--- src/hw/rtl/wma_pkg.sv ---
// Shared types and constants for the warmup moving average core.
// No dependencies; imported by every module of the block.
package wma_pkg;

  // Sample and average field width (percent times 100)
  localparam int SAMPLE_W = 14;
  // Stream data width: sample padded to whole bytes
  localparam int TDATA_W = 16;
  // Default window depth
  localparam int WINDOW_DEPTH_DEF = 32;

endpackage

--- src/hw/rtl/wma_ram.sv ---
// Generic single-port-write, single-port-read RAM with registered read.
// Depends on wma_pkg for the default width and depth.
module wma_ram
  import wma_pkg::*;
#(
  parameter int WIDTH = SAMPLE_W,
  parameter int DEPTH = WINDOW_DEPTH_DEF
) (
  input  logic                     clk,
  input  logic                     we,
  input  logic [$clog2(DEPTH)-1:0] waddr,
  input  logic [WIDTH-1:0]         wdata,
  input  logic                     re,
  input  logic [$clog2(DEPTH)-1:0] raddr,
  output logic [WIDTH-1:0]         rdata
);

  logic [WIDTH-1:0] mem [DEPTH];

  // write port and registered read port
  always_ff @(posedge clk) begin
    if (we) begin
      mem[waddr] <= wdata;
    end
    if (re) begin
      rdata <= mem[raddr];
    end
  end

endmodule

--- src/hw/rtl/wma_div.sv ---
// Restoring radix-2 divider, one quotient bit per cycle.
// Depends on wma_pkg; used by the top level to divide sum by count.
module wma_div
  import wma_pkg::*;
#(
  parameter int NUM_W = 19,
  parameter int DEN_W = 6
) (
  input  logic             clk,
  input  logic             rst,
  input  logic             start,
  input  logic [NUM_W-1:0] dividend,
  input  logic [DEN_W-1:0] divisor,
  output logic             busy,
  output logic             done,
  output logic [NUM_W-1:0] quotient
);

  localparam int STEP_W = $clog2(NUM_W + 1);

  logic [NUM_W-1:0]  quo;
  logic [DEN_W-1:0]  rem;
  logic [DEN_W-1:0]  den;
  logic [STEP_W-1:0] steps;
  logic [DEN_W:0]    trial;
  logic              fits;

  // shift in next dividend bit and compare against divisor
  assign trial = {rem, quo[NUM_W-1]};
  assign fits  = (trial >= {1'b0, den});

  always_ff @(posedge clk) begin
    if (rst) begin
      busy  <= 1'b0;
      done  <= 1'b0;
      steps <= '0;
    end else begin
      // done pulses for one cycle after the last quotient bit
      done <= busy && !start && (steps == STEP_W'(1));
      if (start) begin
        busy  <= 1'b1;
        steps <= STEP_W'(NUM_W);
        quo   <= dividend;
        den   <= divisor;
        rem   <= '0;
      end else if (busy) begin
        if (fits) begin
          rem <= DEN_W'(trial - {1'b0, den});
        end else begin
          rem <= trial[DEN_W-1:0];
        end
        quo   <= {quo[NUM_W-2:0], fits};
        steps <= steps - STEP_W'(1);
        if (steps == STEP_W'(1)) begin
          busy <= 1'b0;
        end
      end
    end
  end

  assign quotient = quo;

endmodule

--- src/hw/rtl/warmup_moving_average_core.sv ---
// Warmup moving average core: boxcar mean over the last WINDOW_DEPTH samples.
// Depends on wma_pkg, wma_ram (sample ring) and wma_div (serial divider).
//
// Usage:
//   s_tvalid/s_tready/s_tdata carry one load sample per beat (bits 13:0,
//   percent times 100, upper bits zero). m_tvalid/m_tready/m_tdata carry
//   one average per input beat (bits 13:0), in order.
//   Until WINDOW_DEPTH samples have arrived the average is taken over all
//   samples seen since reset; afterwards over the last WINDOW_DEPTH.
//   The quotient is truncated.
// Timing:
//   A sample passes from accept through S_UPDATE, the serial divider (one
//   quotient bit per cycle over the running sum width) and S_OUT to the
//   output register. s_tready is high only while the sequencer is idle,
//   so a new sample is taken only once the previous average has been
//   loaded into the output register.
// Reset:
//   rst (synchronous) empties the window, clears the running sum, pointer
//   and count, and drops m_tvalid. History RAM is not cleared.
// Backpressure:
//   A finished average waits in the output register; a new sample is still
//   accepted, and its result is held until the earlier beat is taken.
module warmup_moving_average_core
  import wma_pkg::*;
#(
  parameter int WINDOW_DEPTH = WINDOW_DEPTH_DEF
) (
  input  logic               clk,
  input  logic               rst,
  input  logic               s_tvalid,
  output logic               s_tready,
  input  logic [TDATA_W-1:0] s_tdata,   // [13:0] sample, [15:14] zero
  output logic               m_tvalid,
  input  logic               m_tready,
  output logic [TDATA_W-1:0] m_tdata    // [13:0] average, [15:14] zero
);

  localparam int PTR_W = $clog2(WINDOW_DEPTH);
  localparam int CNT_W = $clog2(WINDOW_DEPTH + 1);
  localparam int SUM_W = SAMPLE_W + $clog2(WINDOW_DEPTH);

  typedef enum logic [2:0] {
    S_IDLE,
    S_UPDATE,
    S_DIV,
    S_OUT
  } state_t;

  state_t              state;
  logic [SAMPLE_W-1:0] sample;
  logic [SUM_W-1:0]    running_sum;
  logic [SUM_W-1:0]    running_sum_next;
  logic [PTR_W-1:0]    write_pointer;
  logic [PTR_W-1:0]    write_pointer_next;
  logic [CNT_W-1:0]    sample_count;
  logic [CNT_W-1:0]    sample_count_next;
  logic                full;
  logic                in_beat;
  logic                out_load;
  logic [SAMPLE_W-1:0] oldest;
  logic                div_start;
  logic                div_busy;
  logic                div_done;
  logic [SUM_W-1:0]    quotient;

  assign s_tready = (state == S_IDLE);
  assign in_beat  = s_tvalid && s_tready;
  assign full     = (sample_count == CNT_W'(WINDOW_DEPTH));
  assign out_load = (state == S_OUT) && (!m_tvalid || m_tready);

  // sample ring: oldest entry read on accept, new sample written on update
  wma_ram #(
    .WIDTH (SAMPLE_W),
    .DEPTH (WINDOW_DEPTH)
  ) u_history (
    .clk   (clk),
    .we    (state == S_UPDATE),
    .waddr (write_pointer),
    .wdata (sample),
    .re    (in_beat),
    .raddr (write_pointer),
    .rdata (oldest)
  );

  // window bookkeeping for the sample being taken in
  always_comb begin
    running_sum_next = running_sum + SUM_W'(sample);
    if (full) begin
      running_sum_next = running_sum_next - SUM_W'(oldest);
    end
    sample_count_next = full ? sample_count : sample_count + CNT_W'(1);
    if (write_pointer == PTR_W'(WINDOW_DEPTH - 1)) begin
      write_pointer_next = '0;
    end else begin
      write_pointer_next = write_pointer + PTR_W'(1);
    end
  end

  assign div_start = (state == S_UPDATE);

  wma_div #(
    .NUM_W (SUM_W),
    .DEN_W (CNT_W)
  ) u_div (
    .clk      (clk),
    .rst      (rst),
    .start    (div_start),
    .dividend (running_sum_next),
    .divisor  (sample_count_next),
    .busy     (div_busy),
    .done     (div_done),
    .quotient (quotient)
  );

  // sequencer, window state and output register
  always_ff @(posedge clk) begin
    if (rst) begin
      state         <= S_IDLE;
      running_sum   <= '0;
      write_pointer <= '0;
      sample_count  <= '0;
      m_tvalid      <= 1'b0;
    end else begin
      // output register: load a finished average, or clear once taken
      if (out_load) begin
        m_tvalid <= 1'b1;
        m_tdata  <= {{(TDATA_W - SAMPLE_W){1'b0}}, quotient[SAMPLE_W-1:0]};
      end else if (m_tready) begin
        m_tvalid <= 1'b0;
      end
      case (state)
        S_IDLE: begin
          if (in_beat) begin
            sample <= s_tdata[SAMPLE_W-1:0];
            state  <= S_UPDATE;
          end
        end
        S_UPDATE: begin
          running_sum   <= running_sum_next;
          sample_count  <= sample_count_next;
          write_pointer <= write_pointer_next;
          state         <= S_DIV;
        end
        S_DIV: begin
          if (div_done) begin
            state <= S_OUT;
          end
        end
        S_OUT: begin
          if (out_load) begin
            state <= S_IDLE;
          end
        end
        default: begin
          state <= S_IDLE;
        end
      endcase
    end
  end

  // count never passes the window depth
  a_count_bound: assert property (@(posedge clk) disable iff (rst)
    sample_count <= CNT_W'(WINDOW_DEPTH))
    else $error("sample count exceeds window depth");

  // while filling, the pointer tracks the count
  a_fill_pointer: assert property (@(posedge clk) disable iff (rst)
    !full |-> (write_pointer == sample_count[PTR_W-1:0]))
    else $error("write pointer out of step with sample count");

  // divider is free whenever a new sample can be taken
  a_idle_div: assert property (@(posedge clk) disable iff (rst)
    s_tready |-> !div_busy)
    else $error("divider busy while accepting");

  // a finished quotient is always followed by the output stage
  a_done_out: assert property (@(posedge clk) disable iff (rst)
    div_done |-> (state == S_DIV) ##1 (state == S_OUT))
    else $error("divider result not moved to output");

endmodule
--- config.mk ---
export PLATFORM = sky130hd
export DESIGN_NAME = warmup_moving_average_core
export DESIGN_NICKNAME = d
export VERILOG_FILES = /design/src/hw/rtl/wma_pkg.sv /design/src/hw/rtl/wma_ram.sv /design/src/hw/rtl/wma_div.sv /design/src/hw/rtl/warmup_moving_average_core.sv
export SDC_FILE = /design/constraint.sdc
export NUM_CORES = 1
export LEC_CHECK = 0
export BUFFER_PORTS_ARGS = -buffer_cell sky130_fd_sc_hd__buf_4
export CORE_ASPECT_RATIO = 0.9
export CORE_MARGIN = 4
export CORE_UTILIZATION = 51
export DETAILED_ROUTE_END_ITERATION = 8
export PLACE_DENSITY_LB_ADDON = 0.1
export SYNTH_ARGS = -nofsm -noshare
export SYNTH_HDL_FRONTEND = slang
export SYNTH_HIERARCHICAL = 1
export SYNTH_SLANG_ARGS = --single-unit
--- constraint.sdc ---
create_clock -name clk -period 4.1 [get_ports clk]
set_input_delay 0.41 -clock clk [delete_from_list [all_inputs] [get_ports clk]]
set_output_delay 0.41 -clock clk [all_outputs]
set_load 0.02 [all_outputs]
==> Yosys cells after proc, flatten, opt, wreduce, memory -nomap -nowiden <==
Memory sizes are Yosys's and may differ from the RTL's. A register that Yosys moved wholly into a read port is not among the register bits.
Index checks and enable logic that the tools add are counted.
{ "totals": {"ff_bits": 100, "latch_bits": 0, "ram_bits": 448, "romBits": 0, "in_bits": 20, "word_cells": 68, "memories": 1} }
{ "classes": {"addsub": 6, "multipliers": 0, "div": 0, "order_cmp": 1, "n_eq_ne": 9, "shift": 0, "muxes": 20, "bitwise_logic": 1, "reduce_logical": 16} }
{ "memory_table": {"columns": ["memory", "words", "word_bits", "read_ports", "rd_ports_with_merged_regs", "wr", "line", "source"], "rows": [
  ["u_history.mem", 32, 14, 1, 1, 1, "wma_ram.sv:18", "logic [WIDTH-1:0] mem [DEPTH];"]
]} }
{ "ops": {"columns": ["cell", "n"], "rows": [
  ["$mux 19", 3],
  ["$add 19x14->19", 1],
  ["$sub 19x14->19", 1],
  ["$mux 6", 3],
  ["$mux 5", 3],
  ["$pmux 3 s4", 1],
  ["$mux 3", 3],
  ["$ge 7x6->1", 1],
  ["$mux 1", 7],
  ["$add 6x1->6 const B", 1],
  ["$eq 3x2->1 const B", 2],
  ["$eq 6x6->1 const B", 1],
  ["$reduce_and 2->1", 3],
  ["$reduce_and 3->1", 2],
  ["$sub 6x6->6", 1],
  ["$add 5x1->5 const B", 1],
  ["$eq 5x1->1 const B", 1],
  ["$eq 5x5->1 const B", 1],
  ["$sub 5x1->5 const B", 1],
  ["$logic_and 1x1->1", 4],
  ["$ne 2x1->1 const B", 2],
  ["$reduce_bool 2->1", 2],
  ["$eq 3x1->1 const B", 1],
  ["$logic_not 3->1", 1],
  ["5 further kinds", 6]
]} }

==> Depth between registers and ports, before layout <==
{ "logic_depth": {"word_depth": 5, "depth_mapped": 19, "mapped_depth_nobuf": 19} }

==> Modules after synthesis <==
Netlist, hierarchy kept.
{ "by_module_without_submodules": {"columns": ["mod", "instances", "cells_per_inst", "area_each_um2", "seq_area_each_um2"], "rows": [
  ["wma_ram", 1, 1006, 18151.2, 13873.3],
  ["warmup_moving_average_core", 1, 460, 4221.5, 1501.4],
  ["wma_div", 1, 138, 1839.3, 1071.0]
]} }

==> Worst setup path before layout <==
No wires, ideal clock.
{ "synth_timing": {"path_kind": "register -> register", "start": "register sample[0]", "end": "register u_div.quo[18], in the netlist u_div/quotient[18] (data pin)", "setup_ns": 0.260, "t_arrival_ns": 3.980, "slack_ns": -0.140, "path_stages_with_launch": 18, "cell_sequence": "edfxtp_1 -> ha_1 -> inv_1 -> fa_1 -> nand2b_1 -> a211oi_2 -> o21ai_0 -> nand2b_1 -> xor2_1 -> ha_1 -> or2_2 -> a21oi_1 -> a21oi_1 -> a31o_2 -> nor3b_4 -> nand2_1 -> xor2_1 -> mux2_2"} }
{ "synth_between": {"elab_chain_cells": 4} }
{ "synth_rtl": {"columns": ["element", "line", "source"], "rows": [
  ["from (decl)", "warmup_moving_average_core.sv:50", "logic [SAMPLE_W-1:0] sample;"],
  ["from (signal assigned)", "warmup_moving_average_core.sv:134", "sample <= s_tdata[SAMPLE_W-1:0];"],
  ["$add 19x14->19 (*)", "warmup_moving_average_core.sv:87", "running_sum_next = running_sum + SUM_W'(sample);"],
  ["$sub 19x14->19", "warmup_moving_average_core.sv:89", "running_sum_next = running_sum_next - SUM_W'(oldest);"],
  ["$mux 19 (*)", "warmup_moving_average_core.sv:88", "if (full) begin"],
  ["net running_sum_next[18]", "warmup_moving_average_core.sv:52", "logic [SUM_W-1:0] running_sum_next;"],
  ["$mux 19 (*)", "wma_div.sv:40", "if (start) begin"],
  ["to (signal assigned)", "wma_div.sv:43", "quo <= dividend;"],
  ["to (signal assigned)", "wma_div.sv:52", "quo <= {quo[NUM_W-2:0], fits};"],
  ["to (decl)", "wma_div.sv:21", "logic [NUM_W-1:0] quo;"]
]} }
Mark *: on every way through the listed nets, which the timed path passes. The rest lies on a longest branch.
A chain may end at the register's enable or synchronous reset.

==> Worst setup path after layout <==
{ "layout_timing": {"start": "register sample[1]", "end": "register u_div.quo[18], in the netlist u_div/quotient[18] (data pin)"} }
The elaborated chain is that of the path after synthesis.

==> key figures <==
Timing
  – Final worst path period need: 3903 ps
  – Period utilisation layout: 95.19%
  – Max_slew headroom: 25.79%
  – Final hold violation count: 0
  – Final Skew: 20.66 ps
  – Slew of the pin with the lowest slew margin: 1104 ps
  – Final count of negative-setup-slack endpoints: 0
  – Top achievable clock speed: 0.2562 GHz
  – Max-slew violation count: 0
  – Final setup margin: 197.2 ps

Floorplan
  – Die X-Extent: 237.7 um
  – I/O pin cnt: 38
  – Core Region: 0.04673 mm^2
  – Starting density of the core: 51.81%
  – Die Y: 214.7 um
  – Site Rows: 75
  – Total die area: 0.05103 mm^2

Worst setup path
  – Max stage delay on crit path: 460 ps
  – Startpoint Class: flip-flop
  – Worst Path Max Fanout: 4
  – FF-to-FF End: u_div/quotient[18]
  – Endpoint required time on the critical path: 4450 ps
  – Series of cell instances along the critical path: ha_1, a211oi_1, o21ai_1, buf_4, nand2_1, xnor2_1, ha_1, a21oi_1, o21ai_0, nor3_1, a21oi_2, a31o_2, nor3b_4, nand2_1, xor2_1, mux2_2
  – CP Capture Type: flip-flop
  – Arrival time at the worst endpoint: 4260 ps
  – Crit Path Class: flip-flop to flip-flop
  – R2r worst-path depth: 16
  – Cell type of the slowest stage on the worst timing path: sky130_fd_sc_hd__edfxtp_1
  – Flop-to-flop setup slack: 200 ps
  – Critical register-to-register path startpoint: sample[1]

Final layout
  – Fraction of final layout cells with drive strength greater than 1: 15.56%
  – Final-stage net count: 1779
  – Final core utilization: 58.54%
  – Most frequent cells in the layout: sky130_fd_sc_hd__edfxtp_1, sky130_fd_sc_hd__mux2i_1, sky130_fd_sc_hd__buf_4
  – Area growth from synthesis to layout: 13.00%
  – Non-filler cells in the finished layout: 2370
  – Final design instance area without fill: 0.02736 mm^2
  – Most common cell after layout, fill and taps aside: sky130_fd_sc_hd__edfxtp_1
  – Number of antenna repair diodes: 0
  – Fillcell total: 3643

Logic synthesis
  – Total number of yosys warnings: 6
  – Yosys cell types: 83
  – Leading post-synthesis cells by cell area: sky130_fd_sc_hd__edfxtp_1, sky130_fd_sc_hd__mux2i_1, sky130_fd_sc_hd__dfxtp_1
  – Area leader, netlist: sky130_fd_sc_hd__edfxtp_1
  – Syn avg cell area: 15.09 um^2
  – Fraction of registers with async set/reset: 0%
  – Proportion of netlist area held by the largest area contributor: 64.62%
  – Number of cells produced by synthesis: 1604
  – Share of synthesized area occupied by flip-flops and latches: 67.92%
  – FF+latch count, synth: 561
  – EDFF count, synth: 521
  – Top flip-flop cell by instance count after synthesis: sky130_fd_sc_hd__edfxtp_1
  – Syn Std Cell Area: 0.02421 mm^2

Clocking
  – Clock-pin slew of the registers on the worst-case setup and hold paths: 70 ps
  – Clock tree from TritonCTS: built
  – Cell at the root of the clock tree: sky130_fd_sc_hd__clkbuf_16
  – CTS Buf Count: 56
  – Clk sink count: 561
  – CTS H-tree depth: 2
  – Maximum number of buffers from clock root to sink: 3
  – Clock latency on the worst-skew pair: 610 ps

Power and ir drop
  – Total design power: 0.01698 W
  – Static Leak: 9.204 nW
  – Power density of the placed cells: 620.8 mW/mm^2
  – Maximum vdd drop: 0.3623 mV

GRT
  – Total routing resource utilization after global routing: 21.50%
  – First-pass GRT wire length: 83460 um
  – Number of antenna violations at the first check in global routing: 0
  – Number of global-route vias before repair: 13410
  – Met1 track demand over resource in global routing: 33.46%
  – Global routing met3 resource utilization: 3.794%
  – GR Overflow Total: 0
  – Global-route met2 utilization: 31.04%
  – Most used routing layer in global routing: met1
  – Maximum number of pins on one net before global-route repair: 52

Place
  – I/O Buffers: 33
  – Post-DP HPWL: 34920 um
  – Count of placed standard cells including taps: 2253
  – Gpl congestion: 0.9107
  – Cell area after placement: 0.02532 mm^2
  – Setup slack at placement: 145.2 ps

Hold path
  – Hold path endpoint: m_tvalid
  – Worst Hold Launch: m_tready
  – Cell depth of the worst min-delay path: 4
  – Kind of path behind the tightest hold check: input pin to flip-flop

Drt
  – Residual DRC count: 0
  – Total Wirelength: 55450 um
  – Via total after detailed routing: 13810
  – Drt via density: 5.827
  – Number of nets with antenna violations after detailed routing: 0
  – Number of iterations in the first detailed-routing pass: 5
  – Routed wire length per instance: 23.40 um
  – DRT iter0 DRCs: 1386

Run status
  – Run status: finished, final reports clean

Job
  – Number of max-cap violations: 0
==> registers in the layout (all words and copies together) (netlist names) <==
register / flops
u_div/rem: 6
u_history/rdata: 14
u_div/quotient: 19
write_pointer: 5
u_div/steps: 5
m_tdata: 14
u_history/mem: 448
running_sum: 19
sample_count: 6
state: 2
u_div/done: 1
m_tvalid: 1
sample: 14
u_div/den: 6
u_div/busy: 1
==> per-stage QoR <==
stage | hold WS [ps] | setup TNS [ps]
2_1_floorplan | 422.2 | -1.671
3_3_place_gp | 431.6 | 0
3_5_place_dp | 439.5 | 0
4_1_cts | 91.23 | 0
5_1_grt | 122.6 | -80.16
6_report | 130.0 | 0
==> layer usage <==
layer	wire [um]	vias up	part of all wire, %
li1	-	6408	-
met1	26300	6914	47
met2	24040	406	43
met3	3600	82	6.5
met4	1507	0	2.7
met5	0	-	0
==> power breakdown <==
part / switching (W) / total [W] / internal, W
Clock: 0.00207 / 0.00498 / 0.00291
Sequential: 0.000268 / 0.00707 / 0.00681
Combinational: 0.00288 / 0.00493 / 0.00205
==> cells in the mapped netlist, types with 3 or more instances <==
cell type,n
sky130_fd_sc_hd__a21oi_1,60
sky130_fd_sc_hd__o21bai_1,3
sky130_fd_sc_hd__buf_6,16
sky130_fd_sc_hd__nor2_1,86
sky130_fd_sc_hd__nand2b_1,11
sky130_fd_sc_hd__a211oi_1,7
sky130_fd_sc_hd__xnor2_1,27
sky130_fd_sc_hd__o21a_1,7
sky130_fd_sc_hd__buf_2,25
sky130_fd_sc_hd__and3_2,4
sky130_fd_sc_hd__ha_1,45
sky130_fd_sc_hd__a22o_1,28
sky130_fd_sc_hd__or3b_2,3
sky130_fd_sc_hd__nand2_1,73
sky130_fd_sc_hd__edfxtp_1,521
sky130_fd_sc_hd__o21ai_0,23
sky130_fd_sc_hd__dfxtp_1,40
sky130_fd_sc_hd__and2_1,5
sky130_fd_sc_hd__fa_1,3
sky130_fd_sc_hd__mux2_2,24
sky130_fd_sc_hd__nand3_1,42
sky130_fd_sc_hd__a2111oi_0,4
sky130_fd_sc_hd__buf_4,6
sky130_fd_sc_hd__buf_12,7
sky130_fd_sc_hd__a31oi_1,18
sky130_fd_sc_hd__a22oi_1,57
sky130_fd_sc_hd__inv_1,46
sky130_fd_sc_hd__nor2b_1,7
sky130_fd_sc_hd__o31ai_1,5
sky130_fd_sc_hd__nand4_1,19
sky130_fd_sc_hd__a21o_1,9
sky130_fd_sc_hd__nor4_1,4
sky130_fd_sc_hd__xor2_1,12
sky130_fd_sc_hd__and3_1,4
sky130_fd_sc_hd__clkbuf_1,20
sky130_fd_sc_hd__mux2i_1,238
sky130_fd_sc_hd__nand3b_1,5
sky130_fd_sc_hd__or3_1,3
sky130_fd_sc_hd__nor3_1,32
==> cell families after synthesis <==
| logic type | synth area share (%) |
|---|---|
| muxes | 10.96 |
| DFF | 67.92 |
| and+or+nand+nor | 6.361 |
| xor gates and xnor gates | 1.411 |
| other | 0.01549 |
| buffers and inverters | 3.230 |
| adders and majority gates | 2.574 |
| AOI/OAI and AO/OA | 7.529 |
==> how the worst max path moves through the flow <==
stage                          from  slack (ps)  cells after the start            endpoint
final                     sample[1]         200                     16  u_div/quotient[18]
after global routing      sample[3]         -40                     17  u_div/quotient[16]
after CTS                 sample[6]         130                     15  u_div/quotient[18]
after detailed placement  sample[6]         150                     15  u_div/quotient[18]
after global placement    sample[0]         230                     16  u_div/quotient[17]
after floorplan           sample[0]          -2                     17  u_div/quotient[18]
==> final cells by class <==
| type | count | area (um^2) | share of cell area (%) |
|---|---|---|---|
| repair buffers | 126 | 1031 | 3.768 |
| inverters | 48 | 180.2 | 0.6586 |
| well taps | 616 | 770.7 | 2.817 |
| flip-flops and latches | 561 | 16450 | 60.13 |
| clock inverters | 33 | 312.8 | 1.143 |
| multi-input cells | 918 | 7147 | 26.12 |
| clock buffers | 68 | 1468 | 5.365 |
==> worst max-delay path, delay by kind of cell (launching register included) <==
kind	cells	cell delay [ps]
AO/OA/AOI/OAI	6	1160
multiplexers	1	270
adder cells (fa/ha/maj)	2	660
flip-flops	1	460
buffers and inverters	1	170
AND/OR/NAND/NOR	4	610
XOR/XNOR	2	320
==> timing repair <==
action                     CTS  global route
setup buffers                0             2
hold endpoints to repair    14             0
hold buffers                14             0
resized for setup            0            21
setup endpoints to repair    0             7
Power figures use the tool's default switching activity.
